## src/rtl/rmst_pkg.sv

```systemverilog
// rmst_pkg: shared types and constants of the range minimum segment tree
// no dependencies; imported by rmst_ctrl and range_min_segment_tree
package rmst_pkg;

    // item field widths
    localparam int IDX_W  = 11;
    localparam int DATA_W = 32;

    // operation codes
    localparam logic OP_UPDATE = 1'b0;
    localparam logic OP_QUERY  = 1'b1;

    typedef logic signed [DATA_W-1:0] data_t;

    // empty node marker, 2^30
    localparam data_t EMPTY_MARK = 32'sd1073741824;

    // finished query result from the sequencer to the output register
    typedef struct packed {
        logic  valid;
        data_t data;
    } res_t;

endpackage

```

## src/rtl/rmst_ctrl.sv

```systemverilog
// rmst_ctrl: sequencer of the segment tree with one shared signed minimum unit
// depends on rmst_pkg; drives the node ram ports and hands query results out
module rmst_ctrl #(
    parameter int LEAVES = 1024
) (
    input  logic                               clk,
    input  logic                               rst_n,
    input  logic                               in_valid,
    output logic                               in_ready,
    input  logic                               operation,
    input  logic [rmst_pkg::IDX_W-1:0]         first_index,
    input  logic [rmst_pkg::IDX_W-1:0]         end_index,
    input  rmst_pkg::data_t                    value,
    output logic                               mem_we,
    output logic [$clog2(2*LEAVES)-1:0]        mem_waddr,
    output rmst_pkg::data_t                    mem_wdata,
    output logic                               mem_re,
    output logic [$clog2(2*LEAVES)-1:0]        mem_raddr,
    input  rmst_pkg::data_t                    mem_rdata,
    output rmst_pkg::res_t                     res,
    input  logic                               res_ready
);

    import rmst_pkg::*;

    // node address width, walk counter width, index compare width
    localparam int NW = $clog2(2*LEAVES);
    localparam int CW = NW + 1;
    localparam int KW = (NW > IDX_W) ? NW + 1 : IDX_W + 1;

    localparam logic [KW-1:0] LEAVES_K  = KW'(LEAVES);
    localparam logic [NW-1:0] LAST_NODE = NW'(2*LEAVES - 1);
    localparam logic [NW-1:0] SIB_MASK  = NW'(1);
    localparam logic [CW-1:0] ROOT      = CW'(1);

    // sequencer states
    localparam logic [2:0] S_CLEAR    = 3'd0;
    localparam logic [2:0] S_IDLE     = 3'd1;
    localparam logic [2:0] S_ULEAF_RD = 3'd2;
    localparam logic [2:0] S_ULEAF_WR = 3'd3;
    localparam logic [2:0] S_UUP      = 3'd4;
    localparam logic [2:0] S_QLOOP    = 3'd5;
    localparam logic [2:0] S_QDONE    = 3'd6;

    logic [2:0]    state_reg, state_next;
    logic [CW-1:0] node_reg, node_next;
    logic [CW-1:0] rnode_reg, rnode_next;
    logic          pend_reg, pend_next;
    data_t         acc_reg, acc_next;
    data_t         val_reg, val_next;

    data_t         min_a, min_b, min_y;
    logic [KW-1:0] first_k, end_k, end_clamp;
    logic          q_empty, u_in_range;
    logic [CW-1:0] parent, rnode_dec;

    // shared signed minimum unit
    assign min_y = (min_a < min_b) ? min_a : min_b;

    // index checks on the incoming item
    assign first_k    = KW'(first_index);
    assign end_k      = KW'(end_index);
    assign end_clamp  = (end_k > LEAVES_K) ? LEAVES_K : end_k;
    assign q_empty    = (first_k >= end_clamp);
    assign u_in_range = (first_k < LEAVES_K);

    assign parent    = node_reg >> 1;
    assign rnode_dec = rnode_reg - CW'(1);

    // sequencer
    always_comb
    begin
        state_next = state_reg;
        node_next  = node_reg;
        rnode_next = rnode_reg;
        pend_next  = pend_reg;
        acc_next   = acc_reg;
        val_next   = val_reg;
        min_a      = acc_reg;
        min_b      = mem_rdata;
        mem_we     = 1'b0;
        mem_waddr  = node_reg[NW-1:0];
        mem_wdata  = min_y;
        mem_re     = 1'b0;
        mem_raddr  = node_reg[NW-1:0];
        in_ready   = 1'b0;
        res.valid  = 1'b0;
        res.data   = acc_reg;
        case (state_reg)
            S_CLEAR:
            begin
                // sweep every node to the empty marker
                mem_we    = 1'b1;
                mem_wdata = EMPTY_MARK;
                node_next = node_reg + CW'(1);
                if (node_reg[NW-1:0] == LAST_NODE)
                begin
                    state_next = S_IDLE;
                end
            end
            S_IDLE:
            begin
                in_ready = 1'b1;
                if (in_valid)
                begin
                    if (operation == OP_QUERY)
                    begin
                        acc_next  = EMPTY_MARK;
                        pend_next = 1'b0;
                        if (q_empty)
                        begin
                            state_next = S_QDONE;
                        end
                        else
                        begin
                            node_next  = CW'(first_k + LEAVES_K);
                            rnode_next = CW'(end_clamp + LEAVES_K);
                            state_next = S_QLOOP;
                        end
                    end
                    else if (u_in_range)
                    begin
                        val_next   = value;
                        node_next  = CW'(first_k + LEAVES_K);
                        state_next = S_ULEAF_RD;
                    end
                end
            end
            S_ULEAF_RD:
            begin
                mem_re     = 1'b1;
                state_next = S_ULEAF_WR;
            end
            S_ULEAF_WR:
            begin
                // lower the leaf, fetch its sibling
                min_a      = val_reg;
                mem_we     = 1'b1;
                acc_next   = min_y;
                mem_re     = 1'b1;
                mem_raddr  = node_reg[NW-1:0] ^ SIB_MASK;
                state_next = S_UUP;
            end
            S_UUP:
            begin
                // parent takes min of this node and its sibling
                mem_we    = 1'b1;
                mem_waddr = parent[NW-1:0];
                acc_next  = min_y;
                node_next = parent;
                if (parent == ROOT)
                begin
                    state_next = S_IDLE;
                end
                else
                begin
                    mem_re    = 1'b1;
                    mem_raddr = parent[NW-1:0] ^ SIB_MASK;
                end
            end
            S_QLOOP:
            begin
                // fold the node fetched last cycle, then one walk step
                acc_next  = pend_reg ? min_y : acc_reg;
                pend_next = 1'b0;
                if (node_reg >= rnode_reg)
                begin
                    state_next = S_QDONE;
                end
                else if (node_reg[0])
                begin
                    mem_re    = 1'b1;
                    pend_next = 1'b1;
                    node_next = node_reg + CW'(1);
                end
                else if (rnode_reg[0])
                begin
                    mem_re     = 1'b1;
                    mem_raddr  = rnode_dec[NW-1:0];
                    pend_next  = 1'b1;
                    rnode_next = rnode_dec;
                end
                else
                begin
                    node_next  = node_reg >> 1;
                    rnode_next = rnode_reg >> 1;
                end
            end
            S_QDONE:
            begin
                res.valid = 1'b1;
                if (res_ready)
                begin
                    state_next = S_IDLE;
                end
            end
            default:
            begin
                state_next = S_IDLE;
            end
        endcase
    end

    // control registers
    always_ff @(posedge clk or negedge rst_n)
    begin
        if (!rst_n)
        begin
            state_reg <= S_CLEAR;
            node_reg  <= '0;
            rnode_reg <= '0;
            pend_reg  <= 1'b0;
        end
        else
        begin
            state_reg <= state_next;
            node_reg  <= node_next;
            rnode_reg <= rnode_next;
            pend_reg  <= pend_next;
        end
    end

    // datapath registers
    always_ff @(posedge clk)
    begin
        acc_reg <= acc_next;
        val_reg <= val_next;
    end

endmodule
```

## config.mk

```make
export PLATFORM = sky130hd
export DESIGN_NAME = rmst_ctrl
export DESIGN_NICKNAME = d
export VERILOG_FILES = /design/src/rtl/rmst_pkg.sv /design/src/rtl/rmst_ctrl.sv
export SDC_FILE = /design/constraint.sdc
export NUM_CORES = 1
export LEC_CHECK = 0
export ABC_AREA = 1
export BUFFER_PORTS_ARGS = -buffer_cell sky130_fd_sc_hd__buf_4
export CORE_MARGIN = 5
export CORE_UTILIZATION = 45
export CTS_CLUSTER_DIAMETER = 200
export DETAILED_ROUTE_END_ITERATION = 12
export GPL_ROUTABILITY_DRIVEN = 0
export PLACE_DENSITY = 0.81
export RECOVER_POWER = 25
export SLEW_MARGIN = 20
export SYNTH_ARGS = -nofsm -noshare
export SYNTH_HDL_FRONTEND = slang
export SYNTH_SLANG_ARGS = --single-unit
```

## constraint.sdc

```tcl
create_clock -name clk -period 7.2 [get_ports clk]
set_clock_uncertainty 0.2 [all_clocks]
set_input_delay 1.08 -clock clk [delete_from_list [all_inputs] [get_ports clk]]
set_output_delay 1.08 -clock clk [all_outputs]
set_load 0.02 [all_outputs]
```

==> results.sh, run 1 <==
export IMPL_syn_area_um2=7060
export IMPL_placedInstanceArea_um2=8570
export IMPL_final_period_utilization_pct=77.3
export IMPL_wl_per_cell_um=17.1
export IMPL_synth_warn=0
export IMPL_num_vias=7612
export IMPL_rows=45
export IMPL_totalNegativeSetupSlack_ns=0
export IMPL_post_route_cell_area_um2=8820
export IMPL_vias_in_the_first_global_route=7288
export IMPL_hold_depth=2
export IMPL_cts_inserted_buffers=9
export IMPL_grt_usage_pct=25.0
export IMPL_antenna_diode_count=0
export IMPL_final_setup_viol_count=0
export IMPL_detail_route_first_pass_iterations=6
export IMPL_effective_utilization_at_floorplan_pct=46.1
export IMPL_die_width_um=135
export IMPL_synth_seq_area_share_pct=37.1
export IMPL_synth_cell_type_count=36
export IMPL_antenna_violating_nets_post_route=0
export IMPL_synth_ff_latch_count=92
export IMPL_cts_hold_buf=0
export IMPL_antenna_found_initial=0
export IMPL_drt_wl_total_um=23000
export IMPL_flow_area_growth_from_synthesis_pct=24.8
export IMPL_portBuffers=180
export IMPL_worstMarginPinSlew_ns=1.64
export IMPL_grt_setup_unrepaired="no"
export IMPL_synth_nets=1124
export IMPL_io_pin_count=181
export IMPL_worstPathMaxFanout=24
export IMPL_ctsHtreeMaxLevel=3
export IMPL_grt_max_degree=44
export IMPL_die_area_um2=18300
export IMPL_insertion_delay_ns=0.36
export IMPL_outcome="complete, but fails checks"
export IMPL_drt_vias_per_instance=5.64
export IMPL_static_leakage_power_nw=4.40
export IMPL_overflow=0
export IMPL_postSynthAreaPerCell_um2=7.23
export IMPL_vdd_drop_max_v=0.000255
export IMPL_cts_clk_slew_worst_paths_ns=0.06
export IMPL_worst_ep_arrival_time_ns=4.28
export IMPL_count_of_buffer_and_inverter_cells_on_the_critical_path=5
export IMPL_finalHoldViolations=0
export IMPL_synth_enable_flop_cells=64
export IMPL_die_h_um=135
export IMPL_synth_largest_area_cell="edfxtp_1"
export IMPL_path_depth=17
export IMPL_tritoncts="done"
export IMPL_post_cts_resized=0
export IMPL_reg2reg_path_depth=16
export IMPL_design_core_area_um2=15300
export IMPL_proportion_of_layout_cells_with_a_drive_suffix_above_1_pct=18.9
export IMPL_failed_checks="max-capacitance violations, max-slew violations"
export IMPL_post_cts_repair_setup_buffers=0
export IMPL_finalWorstPathRequiredPeriod_ns=5.56
export IMPL_ys_top_cells_by_area="edfxtp_1, dfrtp_1, ha_1"
export IMPL_cts_sink_cnt=92
export IMPL_endpoint_kind="output pin"
export IMPL_regArea_um2=2620
export IMPL_path_cells="inv_2 > nand3_2 > inv_1 > or2_2 > o21ai_0 > inv_1 > ha_1 > nand4_1 > nor3_1 > and3_1 > nand2_1 > nand3_1 > buf_4 > nand3_1 > nand2_1 > nor2_1 > buf_4"
export IMPL_synthCells=977
export IMPL_n_fill_cell=1478
export IMPL_crit_required_ns=5.92
export IMPL_cp_top_family="simple AND/OR/NAND/NOR gates"
export IMPL_critical_path_slowest_cell="dfrtp_1"
export IMPL_timing_fmax_mhz=180
export IMPL_worst_setup_path_start_kind="flip-flop"
export IMPL_finalNetCount=1280
export IMPL_hold_path_class="reg -> reg"
export IMPL_total_area_of_multi_input_combinational_cells_um2=3730
export IMPL_clock_tree_buffer_depth=2
export IMPL_ctsRootBufferMaster="clkbuf_16"
export IMPL_detailed_place_hpwl_um=17400
export IMPL_grt_first_pass_wirelength_um=36700
export IMPL_power_density_nw_per_um2=553
export IMPL_detailedRoute_firstIterationViolations=811
export IMPL_yosys_most_used_dff="edfxtp_1"
export IMPL_timing_final_max_slew_violations=29
export IMPL_synth_async_sr_flop_share_pct=30.4
export IMPL_netlist_area_leader_share_pct=27.2
export IMPL_timing_slew_headroom_pct=-9.54
export IMPL_route_detailed_drc=0
export IMPL_crit_type="reg -> out"
export IMPL_worst_path_largest_cell_delay_ns=0.50
export IMPL_cap_violations=1
==> stage by stage <==
stage               hold slack, ns  std cells  worst slack, ns  power, mW  utilization (%)
global placement             0.270       1333             1.94       4.34             56.0
CTS                          0.300       1349             1.40       4.87             57.8
finish                       0.299       1349             1.64       4.87             57.6
global route                 0.324       1349             1.25       5.29             57.6
detailed placement           0.285       1333             1.78       4.40             56.0
floorplan                    0.253        977             1.53       3.21                -
==> worst register-to-register path: stages (launching register included) <==
cell,delay [ns]
dfrtp_1,0.50
inv_2,0.13
nand3_2,0.24
inv_1,0.28
or2_2,0.34
o21ai_0,0.10
inv_1,0.07
ha_1,0.38
nand4_1,0.14
nor3_1,0.25
and3_1,0.22
nand2_1,0.09
nand3_1,0.29
buf_4,0.37
nand3_1,0.16
nand2_1,0.13
nor2_1,0.06
==> routing by layer <==
| metal | global-route usage (%) | share of wire (%) |
|---|---|---|
| met5 | 0 | 0 |
| met4 | 11.3 | 3.7 |
| met3 | 4.57 | 9.9 |
| met2 | 41.2 | 47 |
| met1 | 32.0 | 39 |
==> cells by family (layout without fill, tap and decap cells) <==
| kind of cell | after synthesis | after routing | synth area share, % |
|---|---|---|---|
| buffers and inverters | 189 | 350 | 10.4 |
| and+or+nand+nor | 444 | 444 | 26.6 |
| DFF | 92 | 92 | 37.1 |
| xor gates and xnor gates | 5 | 5 | 0.620 |
| AOI/OAI and AO/OA | 191 | 191 | 15.3 |
| adders and majority gates | 56 | 56 | 9.92 |
==> synth_stat cells, drive strengths merged, types with 2 or more instances <==
cell / n
a2111oi: 4
buf: 19
a31oi: 3
a22oi: 2
dfrtp: 28
xor2: 5
o211ai: 14
nor3: 11
o221ai: 8
o21ai: 92
and2: 2
nand2: 177
nor2: 131
a211oi: 2
o311ai: 2
ha: 56
nand4: 9
o21bai: 2
a221oi: 2
a21oi: 53
clkinv: 2
nor4: 5
or2: 8
nand3: 99
and3: 2
inv: 145
o22ai: 5
edfxtp: 64
clkbuf: 23
==> cell usage in the layout, fill, tap and decap left out, drive strengths merged, types with 28 or more instances in the layout <==
master,count
clkbuf,51
a21oi,53
buf,146
ha,56
dfrtp,28
edfxtp,64
nand3,99
nand2,177
inv,147
nor2,131
o21ai,92
==> cell type report <==
class                      instances  share of cell area [%]
clock inverter                     6                   0.539
timing repair buffer             187                    15.5
inverter                         147                    6.26
sequential                        92                    29.7
multi-input combinational        696                    42.3
tap                              211                    2.99
clock buffer                      10                    2.60
==> worst paths after layout <==
path	start	end	slack [ns]
worst max register to register	state_reg[2]	acc_reg[2]	2.96
max in group asynchronous	rst_n	rnode_reg[4]	4.91
worst min register to register	rnode_reg[10]	rnode_reg[10]	0.30
worst min-delay path	rnode_reg[10]	rnode_reg[10]	0.30
min in group asynchronous	rst_n	node_reg[3]	0.93
worst max-delay path	state_reg[2]	mem_wdata[2]	1.64
==> power by group <==
group	total, mW	switching [mW]	internal (mW)
Combinational	3.41	2.23	1.18
Sequential	1.01	0.183	0.827
Clock	0.458	0.221	0.237
Power figures use the tool's default switching activity.
==> run 2, diff against run 1 <==
==> constraint.sdc (replaced) <==
create_clock -name clk -period 5.1 [get_ports clk]
set_clock_uncertainty 0.2 [all_clocks]
set_input_delay 0.765 -clock clk [delete_from_list [all_inputs] [get_ports clk]]
set_output_delay 0.765 -clock clk [all_outputs]
set_load 0.02 [all_outputs]
==> run 2 against run 1 <==
Count of clock-buffer cells in the layout increased by 3. Flip-flop and latch count did not move. Hold slack got worse by 0.0081 ns. Largest power group unchanged. Critical endpoint is now mem_wdata[1]. The run still ends with max-capacitance violations, max-slew violations left. Sequential power rose by 41%. Final area grew 1.3%. Total power is 44% higher.
==> results.sh, run 2 (synthesis results as in run 1) <==
export IMPL_finalHoldViolations=0
export IMPL_die_area_um2=18300
export IMPL_rows=45
export IMPL_ctsRootBufferMaster="clkbuf_16"
export IMPL_hold_path_class="reg -> reg"
export IMPL_die_h_um=135
export IMPL_final_period_utilization_pct=95.4
export IMPL_crit_required_ns=4.14
export IMPL_timing_fmax_mhz=205
export IMPL_grt_setup_unrepaired="no"
export IMPL_failed_checks="max-capacitance violations, max-slew violations"
export IMPL_wl_per_cell_um=17.0
export IMPL_cap_violations=1
export IMPL_proportion_of_layout_cells_with_a_drive_suffix_above_1_pct=19.0
export IMPL_totalNegativeSetupSlack_ns=0
export IMPL_overflow=0
export IMPL_detailedRoute_firstIterationViolations=924
export IMPL_finalPower_mw=7.01
export IMPL_endpoint_kind="output pin"
export IMPL_static_leakage_power_nw=4.46
export IMPL_drt_vias_per_instance=5.54
export IMPL_placedInstanceArea_um2=8650
export IMPL_route_detailed_drc=0
export IMPL_routed_wl_met3_um=2260
export IMPL_layout_commonest_cell="nand2_1"
export IMPL_cts_inserted_buffers=9
export IMPL_final_setup_viol_count=0
export IMPL_power_density_nw_per_um2=785
export IMPL_post_route_cell_area_um2=8930
export IMPL_insertion_delay_ns=0.35
export IMPL_num_vias=7521
export IMPL_antenna_violating_nets_post_route=0
export IMPL_met2WireLength_um=10900
export IMPL_effective_utilization_at_floorplan_pct=46.1
export IMPL_tritoncts="done"
export IMPL_antenna_found_initial=1
export IMPL_grt_usage_pct=24.3
export IMPL_io_pin_count=181
export IMPL_grt_max_degree=34
export IMPL_detailed_place_hpwl_um=17300
export IMPL_outcome="complete, but fails checks"
export IMPL_fin_util_pct=58.3
export IMPL_drt_wl_total_um=23100
export IMPL_grt_first_pass_wirelength_um=35400
export IMPL_worstPathMaxFanout=22
export IMPL_cts_sink_cnt=92
export IMPL_crit_type="reg -> out"
export IMPL_vdd_drop_max_v=0.000446
export IMPL_ctsHtreeMaxLevel=3
export IMPL_vias_in_the_first_global_route=7047
export IMPL_clock_tree_buffer_depth=2
export IMPL_worst_ep_arrival_time_ns=3.90
export IMPL_worstMarginPinSlew_ns=1.69
export IMPL_flow_area_growth_from_synthesis_pct=26.4
export IMPL_finalNetCount=1288
export IMPL_detail_route_first_pass_iterations=7
export IMPL_layout_cells_most_common_list="nand2_1, buf_4, inv_1, nor2_1, nand3_1"
export IMPL_design_core_area_um2=15300
export IMPL_timing_slew_headroom_pct=-12.3
export IMPL_die_width_um=135
export IMPL_finalWorstPathRequiredPeriod_ns=4.87
export IMPL_drt_met1_wl_um=8900
export IMPL_portBuffers=180
export IMPL_highest_routed_metal_layer="met4"
export IMPL_worst_setup_path_start_kind="flip-flop"
export IMPL_cts_clk_slew_worst_paths_ns=0.07
export IMPL_timing_final_max_slew_violations=29
-- run 2: cell count changes in the layout (fill, tap and decap cells not counted), moves of 2 or more --
cell and change:
clkinvlp_4 -3, clkbuf_16 +2, buf_4 +7, clkbuf_4 -3, clkbuf_1 +4, clkinv_4 +2
-- run 2: worst paths after layout --
check	slack, ns	from	cells after the start	to
min reg2reg	0.29	rnode_reg[10]	2	rnode_reg[10]
max	0.23	state_reg[2]	18	mem_wdata[1]
min in group asynchronous	0.64	rst_n	1	node_reg[3]
max reg2reg	1.29	node_reg[0]	13	flip-flop
max in group asynchronous	3.08	rst_n	1	state_reg[1]
min	0.29	rnode_reg[10]	2	rnode_reg[10]
-- run 2: timing repair --
| item | 4_1_cts | 5_1_grt |
|---|---|---|
| buffers inserted | 0 | 0 |
| endpoints found under the hold margin | 0 | 0 |
| gates resized for setup | 0 | 2 |
| setup endpoints to repair | 0 | 2 |
| hold buffers | 0 | 0 |
-- run 2: per-stage QoR --
step           cells  hold WS (ns)  setup slack [ns]
6_report        1358         0.291             0.234
5_1_grt         1358         0.308            0.0107
4_1_cts         1357         0.147             0.267
3_5_place_dp    1341         0.276             0.650
3_3_place_gp    1341         0.272             0.833
2_1_floorplan    977         0.253              1.06
-- run 2: layout make-up --
type,count,area (µm²)
Fill cell,1444,6390
Timing Repair Buffer,195,1430
Sequential cell,92,2620
Clock buffer,13,283
Clock inverter,3,26.3
Tap cell,211,264
Multi-Input combinational cell,696,3750
Inverter,147,552
Antenna cell,1,2.50
-- run 2: critical path, cell delays in order, from the launching register on --
cell	delay, ns
dfrtp_1	0.53
inv_2	0.13
nand3_2	0.10
inv_1	0.16
or2_2	0.31
o21ai_0	0.10
inv_1	0.07
ha_1	0.41
nand4_1	0.17
nor3_1	0.23
and3_1	0.19
nand2_1	0.09
nand2_1	0.16
nand2_2	0.20
buf_12	0.22
nand3_1	0.07
nand2_1	0.08
nor2_1	0.15
buf_4	0.17
-- run 2: metal layers --
| metal | up-vias | global-route usage, % |
|---|---|---|
| met4 | 0 | 12.0 |
| met3 | 74 | 4.05 |
| met1 | 3405 | 30.2 |
| met5 | - | 0 |
| met2 | 433 | 40.8 |
| li1 | 3609 | - |
-- run 2: where the power goes --
part | leakage (nW) | internal, mW | switching, mW
Combinational | 3.35 | 1.72 | 3.16
Clock | 0.151 | 0.395 | 0.306
Sequential | 0.956 | 1.17 | 0.255
==> run 3, diff against run 2 <==
--- a/config.mk
+++ b/config.mk
@@ -9,6 +9,7 @@
 export BUFFER_PORTS_ARGS = -buffer_cell sky130_fd_sc_hd__buf_4
 export CORE_MARGIN = 5
 export CORE_UTILIZATION = 45
+export CTS_BUF_LIST = sky130_fd_sc_hd__clkbuf_2
 export CTS_CLUSTER_DIAMETER = 200
 export DETAILED_ROUTE_END_ITERATION = 12
 export GPL_ROUTABILITY_DRIVEN = 0
==> run 3 against run 2 <==
The flow still finishes with violations (max-capacitance violations, max-slew violations). Critical path type unchanged. Global-route usage decreased by 0.085 points. Register-to-register slack about the same. Fmax shrank 0.59%. Non-clock buffer count up 7. Worst setup slack worse by 0.029 ns. Clock power down 37%. Die area unchanged. Total power down 3.0%. Final area fell by 0.94%. Via count rose by 1.1%. Cell count is 0.59% higher. Sequential power about the same.
==> results.sh, run 3 (synthesis results as in run 1) <==
export IMPL_outcome="complete, but fails checks"
export IMPL_failed_checks="max-capacitance violations, max-slew violations"
export IMPL_effective_utilization_at_floorplan_pct=46.1
export IMPL_hold_path_class="in -> reg"
export IMPL_static_leakage_power_nw=4.43
export IMPL_antenna_found_initial=2
export IMPL_cts_sink_cnt=92
export IMPL_total_area_of_multi_input_combinational_cells_um2=3770
export IMPL_finalHoldViolations=0
export IMPL_final_instance_count_excl_fillers=1366
export IMPL_timing_slew_headroom_pct=-11.3
export IMPL_n_fill_cell=1456
export IMPL_regArea_um2=2630
export IMPL_endpoint_kind="output pin"
export IMPL_placedCellCount=1341
export IMPL_r2r_start="node_reg[0]"
export IMPL_worst_ep_arrival_time_ns=3.93
export IMPL_worst_setup_path_start_kind="flip-flop"
export IMPL_route_detailed_drc=0
export IMPL_die_area_um2=18300
export IMPL_detail_route_first_pass_iterations=6
export IMPL_drt_wl_total_um=23000
export IMPL_vias_in_the_first_global_route=7068
export IMPL_ctsHtreeMaxLevel=3
export IMPL_holdCritStartpoint="value[31]"
export IMPL_cts_clk_slew_worst_paths_ns=0.28
export IMPL_detailed_place_hpwl_um=17300
export IMPL_layout_cells_most_common_list="nand2_1, buf_4, inv_1, nor2_1, nand3_1"
export IMPL_clock_tree_buffer_depth=2
export IMPL_antenna_violating_nets_post_route=0
export IMPL_cp_top_family="simple AND/OR/NAND/NOR gates"
export IMPL_crit_required_ns=4.14
export IMPL_grt_first_pass_wirelength_um=35400
export IMPL_die_width_um=135
export IMPL_portBuffers=180
export IMPL_worst_path_largest_cell_delay_ns=0.50
export IMPL_cap_violations=1
export IMPL_path_cells="inv_2 > nand3_2 > inv_1 > or2_2 > o21ai_1 > inv_1 > ha_2 > nand4_1 > nor3_1 > and3_1 > nand2_1 > nand2_2 > nand2_4 > buf_12 > nand3_1 > nand2_1 > nor2_1 > buf_4"
export IMPL_finalNetCount=1295
export IMPL_worstMarginPinSlew_ns=1.67
export IMPL_count_of_buffer_and_inverter_cells_on_the_critical_path=5
export IMPL_timing_final_max_slew_violations=29
export IMPL_crit_type="reg -> out"
export IMPL_grt_max_degree=34
export IMPL_cts_inserted_buffers=9
export IMPL_io_pin_count=181
export IMPL_rows=45
export IMPL_worstPathMaxFanout=22
export IMPL_num_vias=7603
export IMPL_final_period_utilization_pct=96.0
export IMPL_design_core_area_um2=15300
export IMPL_timing_fmax_mhz=204
export IMPL_critical_path_slowest_cell="dfrtp_2"
export IMPL_power_density_nw_per_um2=768
export IMPL_post_route_cell_area_um2=8840
export IMPL_flow_area_growth_from_synthesis_pct=25.2
export IMPL_placedInstanceArea_um2=8650
export IMPL_grt_usage_pct=24.2
export IMPL_proportion_of_layout_cells_with_a_drive_suffix_above_1_pct=20.0
export IMPL_crit_path_start="state_reg[2]"
export IMPL_overflow=0
export IMPL_fin_worst_hold_slack_ns=0.125
export IMPL_layout_commonest_cell="nand2_1"
export IMPL_finalWorstPathRequiredPeriod_ns=4.90
export IMPL_final_setup_viol_count=0
export IMPL_tritoncts="done"
export IMPL_wl_per_cell_um=16.8
export IMPL_ctsRootBufferMaster="clkbuf_2"
export IMPL_drt_vias_per_instance=5.57
export IMPL_insertion_delay_ns=0.61
export IMPL_die_h_um=135
export IMPL_detailedRoute_firstIterationViolations=900
export IMPL_vdd_drop_max_v=0.000426
==> run 3: cell types whose count changed in the layout (fill, tap and decap cells not counted), moves of 2 or more <==
cell | before | now
clkbuf_1 | 14 | 12
dfrtp_1 | 28 | 25
dfrtp_2 | 0 | 3
clkbuf_2 | 0 | 11
buf_4 | 153 | 158
clkbuf_16 | 11 | 0
bufinv_16 | 0 | 2
==> run 3: stage by stage <==
stage          power (mW)  worst slack [ns]  setup TNS (ns)  utilization, %
2_1_floorplan        4.53              1.06               0               -
5_1_grt              7.34           -0.0377          -0.127            57.8
6_report             6.79             0.205               0            57.8
3_5_place_dp         6.27             0.650               0            56.5
3_3_place_gp         6.18             0.833               0            56.5
4_1_cts              6.73           0.00494               0            57.5
==> run 3: path summary, 6_finish.rpt <==
check / depth (start not counted) / endpoint / slack [ns]
max: 18 / mem_wdata[1] / 0.20
min: 1 / val_reg[31] / 0.13
max reg2reg: 13 / flip-flop / 1.29
min reg2reg: 2 / rnode_reg[10] / 0.33
max in group asynchronous: 2 / state_reg[1] / 2.72
min in group asynchronous: 2 / node_reg[3] / 0.89
==> run 3: final cells by class <==
type                       count  area share (%)
clock buffer                  11           0.622
tap                          211            2.98
sequential                    92            29.7
antenna                        2          0.0566
inverter                     147            6.24
multi-input combinational    696            42.6
clock inverter                 5           0.976
timing repair buffer         202            16.8
==> run 3: per-layer routing <==
metal | routed length (µm) | part of all wire, % | global-route usage, %
met2 | 10800 | 47 | 40.4
met4 | 1000 | 4.4 | 11.6
met3 | 2300 | 10 | 4.16
met1 | 8840 | 39 | 30.3
met5 | 0 | 0 | 0
==> run 3: what timing repair did <==
item                                   in CTS  in global routing
setup endpoints to repair                  18                 32
pin swaps                                   0                  0
gates resized for setup                     1                 10
endpoints found under the hold margin      28                  0
setup buffers                               0                  6
hold buffers                                1                  0
==> run 3: report_power, final <==
| group | switching, mW | total, mW | leakage [nW] | internal, mW |
|---|---|---|---|---|
| Sequential | 0.248 | 1.41 | 0.952 | 1.16 |
| Combinational | 3.18 | 4.94 | 3.39 | 1.76 |
| Clock | 0.271 | 0.441 | 0.0867 | 0.170 |
